==> config.mk <==
export PLATFORM = sky130hd
export DESIGN_NAME = voice_channel_allocator
export DESIGN_NICKNAME = d
export VERILOG_FILES = /design/src/hw/rtl/vca_pkg.sv /design/src/hw/rtl/voice_channel_allocator.sv /design/src/hw/rtl/vca_dp.sv /design/src/hw/rtl/vca_ctrl.sv
export SDC_FILE = /design/constraint.sdc
export NUM_CORES = 1
export LEC_CHECK = 0
export BUFFER_PORTS_ARGS = -buffer_cell sky130_fd_sc_hd__buf_2
export CORE_UTILIZATION = 26
export CTS_CLUSTER_SIZE = 30
export DETAILED_ROUTE_END_ITERATION = 10
export GPL_TIMING_DRIVEN = 0
export HOLD_SLACK_MARGIN = 0.03
export PLACE_DENSITY = 0.38
export SLEW_MARGIN = 20
export SYNTH_ARGS = -nofsm -noshare
export SYNTH_HDL_FRONTEND = slang
export SYNTH_SLANG_ARGS = --single-unit
==> constraint.sdc <==
create_clock -name clk -period 8.5 [get_ports clk]
set_clock_uncertainty 0.1 [all_clocks]
set_input_delay 1.7 -clock clk [delete_from_list [all_inputs] [get_ports clk]]
set_output_delay 1.7 -clock clk [all_outputs]
set_load 0.02 [all_outputs]
==> src/hw/rtl/vca_pkg.sv <==
package vca_pkg;

  // table geometry
  localparam int CHANNELS = 8;
  localparam int IDX_W    = (CHANNELS > 1) ? $clog2(CHANNELS) : 1;

  // fixed field widths
  localparam int ACT_W  = 2;
  localparam int ENT_W  = 16;
  localparam int SUB_W  = 4;
  localparam int NOW_W  = 31;
  localparam int LEN_W  = 24;
  localparam int TIME_W = 32;
  localparam int CIDX_W = 6;

  // action codes
  localparam logic [ACT_W-1:0] ACT_ALLOC = 2'd0;
  localparam logic [ACT_W-1:0] ACT_STOP  = 2'd1;
  localparam logic [ACT_W-1:0] ACT_CLEAR = 2'd2;

  // sub-channel codes
  localparam logic [SUB_W-1:0] SUB_NONE = 4'h0;
  localparam logic [SUB_W-1:0] SUB_ANY  = 4'hf;

  // starting value of the least-remaining-time search
  localparam logic [TIME_W-1:0] BEST_INIT = 32'h7fff_ffff;

  // controller to datapath
  typedef struct packed {
    logic load;
    logic step;
    logic apply;
  } vca_cmd_t;

  // datapath to controller
  typedef struct packed {
    logic scan_op;
    logic hit;
    logic last;
  } vca_sts_t;

endpackage

==> src/hw/rtl/voice_channel_allocator.sv <==
// Voice channel allocator over a table of CHANNELS dynamic sound channels.
// Input channel (in_valid/in_ready) carries one request item: action
// (allocate, stop, clear all), entity, entity_channel, now and sound_length.
// Output channel (out_valid/out_ready) returns one result item per request:
// done_res, channel_index and stole_active.
// Configuration channel (cfg_valid/cfg_ready, cfg_data) writes view_entity;
// it is always ready and should be written only while the block is idle.
// Sequence: allocate and stop walk the table one entry per cycle until an
// exact match or the last entry, then update the table and register the
// result; clear all and the unused code go straight to the update. The
// table read port of the scan sets this pace.
// One item is in flight at a time; a new item is taken while the previous
// result still waits in the output register.
// When the receiver stalls, the finished result stays held and the next item
// waits before its table update until that result is taken.
// Reset (rst, synchronous) empties the table and sets view_entity to 0.
module voice_channel_allocator (
  input  logic                             clk,
  input  logic                             rst,
  input  logic                             in_valid,
  output logic                             in_ready,
  input  logic [vca_pkg::ACT_W-1:0]        action,
  input  logic [vca_pkg::ENT_W-1:0]        entity,
  input  logic signed [vca_pkg::SUB_W-1:0] entity_channel,
  input  logic [vca_pkg::NOW_W-1:0]        now,
  input  logic [vca_pkg::LEN_W-1:0]        sound_length,
  output logic                             out_valid,
  input  logic                             out_ready,
  output logic                             done_res,
  output logic [vca_pkg::CIDX_W-1:0]       channel_index,
  output logic                             stole_active,
  input  logic                             cfg_valid,
  output logic                             cfg_ready,
  input  logic [vca_pkg::ENT_W-1:0]        cfg_data
);
  import vca_pkg::*;

  vca_cmd_t cmd;
  vca_sts_t sts;

  assign cfg_ready = 1'b1;

  // sequencer
  vca_ctrl u_ctrl (
    .clk       (clk),
    .rst       (rst),
    .in_valid  (in_valid),
    .in_ready  (in_ready),
    .out_valid (out_valid),
    .out_ready (out_ready),
    .sts       (sts),
    .cmd       (cmd)
  );

  // table and scan datapath
  vca_dp u_dp (
    .clk            (clk),
    .rst            (rst),
    .action         (action),
    .entity         (entity),
    .entity_channel (entity_channel),
    .now            (now),
    .sound_length   (sound_length),
    .cfg_wr         (cfg_valid && cfg_ready),
    .cfg_data       (cfg_data),
    .cmd            (cmd),
    .sts            (sts),
    .done_res       (done_res),
    .channel_index  (channel_index),
    .stole_active   (stole_active)
  );

  // one item at a time
  a_one_in_flight: assert property (@(posedge clk) disable iff (rst)
    (in_valid && in_ready) |=> !in_ready)
    else $error("item accepted while another is in flight");

  // a failed or cleared request reports index zero and no steal
  a_miss_zero: assert property (@(posedge clk) disable iff (rst)
    (out_valid && !done_res) |-> (channel_index == '0) && !stole_active)
    else $error("result without a channel carries a nonzero index or steal");

  // table update only with a free result slot
  a_apply_slot: assert property (@(posedge clk) disable iff (rst)
    cmd.apply |-> (!out_valid || out_ready))
    else $error("result overwritten before it was taken");

  // scan only runs between acceptance and the update
  a_scan_busy: assert property (@(posedge clk) disable iff (rst)
    cmd.step |-> !in_ready && !cmd.apply)
    else $error("scan step outside a busy item");

endmodule

==> src/hw/rtl/vca_dp.sv <==
module vca_dp (
  input  logic                          clk,
  input  logic                          rst,
  input  logic [vca_pkg::ACT_W-1:0]     action,
  input  logic [vca_pkg::ENT_W-1:0]     entity,
  input  logic signed [vca_pkg::SUB_W-1:0] entity_channel,
  input  logic [vca_pkg::NOW_W-1:0]     now,
  input  logic [vca_pkg::LEN_W-1:0]     sound_length,
  input  logic                          cfg_wr,
  input  logic [vca_pkg::ENT_W-1:0]     cfg_data,
  input  vca_pkg::vca_cmd_t             cmd,
  output vca_pkg::vca_sts_t             sts,
  output logic                          done_res,
  output logic [vca_pkg::CIDX_W-1:0]    channel_index,
  output logic                          stole_active
);
  import vca_pkg::*;

  // channel table
  logic [ENT_W-1:0]  own_ent [CHANNELS];
  logic [SUB_W-1:0]  own_sub [CHANNELS];
  logic [TIME_W-1:0] end_t   [CHANNELS];
  logic [CHANNELS-1:0] playing;

  logic [ENT_W-1:0] view_entity;

  // latched item
  logic [ACT_W-1:0] req_action;
  logic [ENT_W-1:0] req_ent;
  logic [SUB_W-1:0] req_sub;
  logic [NOW_W-1:0] req_now;
  logic [LEN_W-1:0] req_len;

  // scan state
  logic [IDX_W-1:0]  cnt;
  logic [TIME_W-1:0] best;
  logic [IDX_W-1:0]  pick;
  logic              found;
  logic              pick_play;

  logic [ENT_W-1:0]  sel_ent;
  logic [SUB_W-1:0]  sel_sub;
  logic [TIME_W-1:0] sel_end;
  logic              sel_play;
  logic              ent_eq;
  logic              alloc_hit;
  logic              stop_hit;
  logic              hit;
  logic              skip;
  logic [TIME_W-1:0] left;
  logic              better;
  logic [TIME_W-1:0] claim_end;
  logic              is_alloc;

  // entry under the scan pointer
  assign sel_ent  = own_ent[cnt];
  assign sel_sub  = own_sub[cnt];
  assign sel_end  = end_t[cnt];
  assign sel_play = playing[cnt];

  assign is_alloc  = (req_action == ACT_ALLOC);
  assign ent_eq    = (sel_ent == req_ent);
  assign alloc_hit = (req_sub != SUB_NONE) && ent_eq &&
                     ((sel_sub == req_sub) || (req_sub == SUB_ANY));
  assign stop_hit  = ent_eq && (sel_sub == req_sub);
  assign hit       = is_alloc ? alloc_hit : stop_hit;

  // listener's playing sounds are protected from other entities
  assign skip   = (sel_ent == view_entity) && (req_ent != view_entity) && sel_play;
  assign left   = sel_end - {1'b0, req_now};
  assign better = !skip && ($signed(left) < $signed(best));

  assign claim_end = {1'b0, req_now} + {{(TIME_W-LEN_W){1'b0}}, req_len};

  assign sts.scan_op = (action == ACT_ALLOC) || (action == ACT_STOP);
  assign sts.hit     = hit;
  assign sts.last    = (cnt == IDX_W'(CHANNELS - 1));

  // view entity register
  always_ff @(posedge clk) begin
    if (rst) begin
      view_entity <= '0;
    end else if (cfg_wr) begin
      view_entity <= cfg_data;
    end
  end

  // item capture
  always_ff @(posedge clk) begin
    if (cmd.load) begin
      req_action <= action;
      req_ent    <= entity;
      req_sub    <= entity_channel;
      req_now    <= now;
      req_len    <= sound_length;
    end
  end

  // scan pointer and best candidate
  always_ff @(posedge clk) begin
    if (rst) begin
      cnt       <= '0;
      found     <= 1'b0;
      best      <= BEST_INIT;
      pick      <= '0;
      pick_play <= 1'b0;
    end else if (cmd.load) begin
      cnt       <= '0;
      found     <= 1'b0;
      best      <= BEST_INIT;
      pick      <= '0;
      pick_play <= 1'b0;
    end else if (cmd.step) begin
      cnt <= cnt + 1'b1;
      if (hit) begin
        found     <= 1'b1;
        pick      <= cnt;
        pick_play <= sel_play;
      end else if (is_alloc && better) begin
        found     <= 1'b1;
        best      <= left;
        pick      <= cnt;
        pick_play <= sel_play;
      end
    end
  end

  // table update
  always_ff @(posedge clk) begin
    if (rst) begin
      for (int i = 0; i < CHANNELS; i++) begin
        own_ent[i] <= '0;
        own_sub[i] <= '0;
        end_t[i]   <= '0;
      end
      playing <= '0;
    end else if (cmd.apply) begin
      case (req_action)
        ACT_ALLOC: begin
          if (found) begin
            own_ent[pick] <= req_ent;
            own_sub[pick] <= req_sub;
            end_t[pick]   <= claim_end;
            playing[pick] <= 1'b1;
          end
        end
        ACT_STOP: begin
          if (found) begin
            end_t[pick]   <= '0;
            playing[pick] <= 1'b0;
          end
        end
        ACT_CLEAR: begin
          for (int i = 0; i < CHANNELS; i++) begin
            own_ent[i] <= '0;
            own_sub[i] <= '0;
            end_t[i]   <= '0;
          end
          playing <= '0;
        end
        default: begin
        end
      endcase
    end
  end

  // result register
  always_ff @(posedge clk) begin
    if (cmd.apply) begin
      case (req_action)
        ACT_ALLOC, ACT_STOP: begin
          done_res      <= found;
          channel_index <= found ? CIDX_W'(pick) : '0;
          stole_active  <= is_alloc && found && pick_play;
        end
        default: begin
          done_res      <= 1'b0;
          channel_index <= '0;
          stole_active  <= 1'b0;
        end
      endcase
    end
  end

endmodule

==> src/hw/rtl/vca_ctrl.sv <==
module vca_ctrl (
  input  logic              clk,
  input  logic              rst,
  input  logic              in_valid,
  output logic              in_ready,
  output logic              out_valid,
  input  logic              out_ready,
  input  vca_pkg::vca_sts_t sts,
  output vca_pkg::vca_cmd_t cmd
);
  import vca_pkg::*;

  typedef enum logic [1:0] {
    ST_IDLE,
    ST_SCAN,
    ST_APPLY
  } state_t;

  state_t state;
  logic   slot_free;

  // result slot is free once the held item is taken
  assign slot_free = !out_valid || out_ready;

  assign in_ready  = (state == ST_IDLE);
  assign cmd.load  = (state == ST_IDLE) && in_valid;
  assign cmd.step  = (state == ST_SCAN);
  assign cmd.apply = (state == ST_APPLY) && slot_free;

  // sequencer and output valid
  always_ff @(posedge clk) begin
    if (rst) begin
      state     <= ST_IDLE;
      out_valid <= 1'b0;
    end else begin
      // a new result fills the slot, otherwise a taken one empties it
      if (cmd.apply) begin
        out_valid <= 1'b1;
      end else if (out_ready) begin
        out_valid <= 1'b0;
      end
      case (state)
        ST_IDLE: begin
          if (in_valid) begin
            state <= sts.scan_op ? ST_SCAN : ST_APPLY;
          end
        end
        ST_SCAN: begin
          if (sts.hit || sts.last) begin
            state <= ST_APPLY;
          end
        end
        ST_APPLY: begin
          if (slot_free) begin
            state <= ST_IDLE;
          end
        end
        default: begin
          state <= ST_IDLE;
        end
      endcase
    end
  end

endmodule

==> reports/metrics.cfg <==
[critical_path]
max_stage_delay_ns=0.55
r2r_setup_slack_ns=0.53
criticalPathCategory=reg -> reg
crit_slowest_cell=mux4_2
worstSetupEndpointType=flip-flop
cp.required_ns=8.90
r2r_cells=28
crit_fanout=18
worstSetupStartpointType=flip-flop
r2r_end=u_dp.best[18]
arrival_ns=8.37

[sta]
layout_min_cycle_time_ns=7.970
period_share=0.9376
maxSlewViolCount=0
slew-limit-headroom=0.3173
tightest_slew_ns=1.024
rsz0062_at_grt=false
hold_violations=0
holdWs_ns=0.3726
max_freq_mhz=125.5
setup_viol=0

[routing]
totalWireLength_um=85690
vias=17510
viasPerCell=4.621
ant_nets=0
drtIter0Drc=1109
routedWlPerCell_um=22.62
drc=0
firstDrtPassIters=5

[synth]
synth_top_cells_by_count=edfxtp_1, nor2_1, and2_1
synth.most_common_cell=edfxtp_1
synthCells=2159
synth_edf_count=498
yosysWarningCount=0
synthesis.area_sq_um=27480
synth_compound_gate_area_share=0.06196
synth_xor_area_frac=0.03505
synth_area_per_cell_sq_um=12.73
synthArstFlopShare=0
synth_top_cell_area_share=0.5441
synth_top_area_cell=edfxtp_1
synthMuxAreaShare=0.1099
yosysSeqAreaShare=0.5951
synth_top_family_by_area=simple AND/OR/NAND/NOR gates
synth_ff_type=edfxtp_1
ys_types=62
ys_seq_elements=568
synthTopCellsByArea=edfxtp_1, mux4_2, dfxtp_1
synthAdderAreaFrac=0.04334
yosys.area_share.simple=0.1246

[global_routing]
grt_start_max_net_pins=33
grt_overflow_total=0
grtUsageTotal=0.1611
first_global_vias=18370
antenna_found_initial=5
grt_first_pass_wirelength_um=124900

[hold_path]
hold_path_startpoint=u_dp.pick_play
min_to=u_dp.pick_play
hold_depth=2
hp-class=reg -> reg

[floorplan]
dieArea_sq_um=107000
rows=118
die_y_um=327.1
start_util=0.2640
ios=109
coreArea_sq_um=104100
die_w_um=327.1

[clock_tree]
cts_buffer_depth=3
cts_tree=yes
cts_hold_buf=0
cts_root_buf=clkbuf_16
htreeDepth=3
clk_latency_ns=0.62
path_clk_slew_ns=0.05
clkSinkCount=568
cts_buffers=73
cts_setup_buffers=0

[finish]
finalNonFillerCells=3788
drive_above_1_share=0.1708
fillers=10580
synthToLayoutAreaGrowth_pct=18.35
nNetsFinal=2544
fin_util=0.3125

[power]
power_density_nw_per_um2=217.1
cellLeakagePower_nw=12.29
peakVddDrop_mv=0.1252

[job]
drv_cap=0

[place]
numPortBuffers=103
dp_hpwl_um=59500
dp.cells=3659
place.gp.congestion=0.8155

[run_status]
outcome=finished clean

## power by group
part	leakage [nW]	switching (W)	internal, W
clock	1.12	0.00121	0.00179
combinational	5.50	0.000554	0.000301
sequential	5.66	0.0000470	0.00316
## per-stage QoR
step / setup slack [ns] / total power (W) / setup TNS [ns] / area [sq um]
after floorplan: 1.743 / 0.003811 / 0 / 27500
after global routing: 0.04545 / 0.007350 / 0 / 32520
after detailed placement: -1.349 / 0.004132 / -47.10 / 30190
final: 0.5304 / 0.007061 / 0 / 32530
after global placement: -1.295 / 0.004109 / -48.87 / 29740
after CTS: 0.001972 / 0.007177 / 0 / 32530
## state kept, by name (all words and copies together) (netlist names), named ones only
name and count:
u_dp.done_res 1, u_ctrl.state 2, u_dp.own_sub 32, u_dp.req_sub 4, u_dp.stole_active 1, u_dp.cnt 3
u_dp.end_t 256, u_dp.best 32, u_dp.req_len 24, u_dp.pick 3, u_dp.req_action 2, u_dp.pick_play 1
u_dp.req_now 31, u_dp.req_ent 16, u_dp.channel_index 3, u_ctrl.out_valid 1, u_dp.view_entity 16, u_dp.playing 8
u_dp.found 1, u_dp.own_ent 128
## cell usage in the layout, fill, tap and decap left out, types with 70 or more instances in the layout
cell | synthesis | layout
and2_1 | 168 | 168
dfxtp_1 | 70 | 70
ha_1 | 92 | 92
buf_2 | 11 | 110
nand2_1 | 114 | 106
inv_1 | 79 | 79
mux4_2 | 84 | 84
a21oi_1 | 75 | 74
clkbuf_16 | 0 | 77
clkbuf_1 | 84 | 91
edfxtp_1 | 498 | 498
nor2_1 | 347 | 347
## worst max-delay path: cells and delay by family, from the launching register on
kind / cells / cell delay [ns]
DFF: 1 / 0.32
xor gates and xnor gates: 1 / 0.21
muxes: 3 / 1.14
and+or+nand+nor: 4 / 0.67
adders and majority gates: 3 / 1.02
buffers and inverters: 7 / 1.61
AOI/OAI and AO/OA: 10 / 2.72
## worst max-delay path by stage
| stage | slack [ns] | from | to | depth (start not counted) |
|---|---|---|---|---|
| after CTS | 0.002 | flip-flop | u_dp.best[31] | 30 |
| after floorplan | 1.74 | flip-flop | u_dp.best[18] | 29 |
| after detailed placement | -1.35 | flip-flop | u_dp.best[31] | 29 |
| after global placement | -1.30 | flip-flop | u_dp.best[18] | 28 |
| after global routing | 0.05 | flip-flop | u_dp.best[31] | 30 |
| final | 0.53 | flip-flop | u_dp.best[18] | 28 |
## per-layer routing
metal  GRT usage  wire length (um)  vias to the layer above
met4     0.04632              1999                        0
li1            -                 -                     8208
met2      0.2765             42050                      402
met3     0.02440              3704                      124
met5           0                 0                        -
met1      0.2093             37940                     8771
## what timing repair did
item	CTS	global route
resized for setup	16	12
endpoints found under the setup margin	37	36
endpoints found under the hold margin	0	0
## kinds of logic (layout without fill, tap and decap cells)
kind of cell | count (synthesis) | count (layout)
other cells | 2 | 5
flops | 568 | 568
compound gates | 262 | 262
mux | 190 | 190
simple gates | 734 | 734
fa+ha+maj | 94 | 94
buf+inv | 199 | 445
xor+xnor | 110 | 110
## layout make-up
| type | instances | area, sq um | share of cell area |
|---|---|---|---|
| well taps | 1380 | 1727 | 0.05308 |
| repair buffers | 118 | 797.0 | 0.02450 |
| clock buffers | 98 | 2066 | 0.06351 |
| inverters | 79 | 296.5 | 0.009116 |
| multi-input cells | 1394 | 10500 | 0.3227 |
| flip-flops and latches | 568 | 16360 | 0.5028 |
| diodes | 1 | 2.502 | 0.00007693 |
| clock inverters | 32 | 226.5 | 0.006962 |
| plain buffers | 118 | 561.8 | 0.01727 |
(Power assumes the default switching activity.)
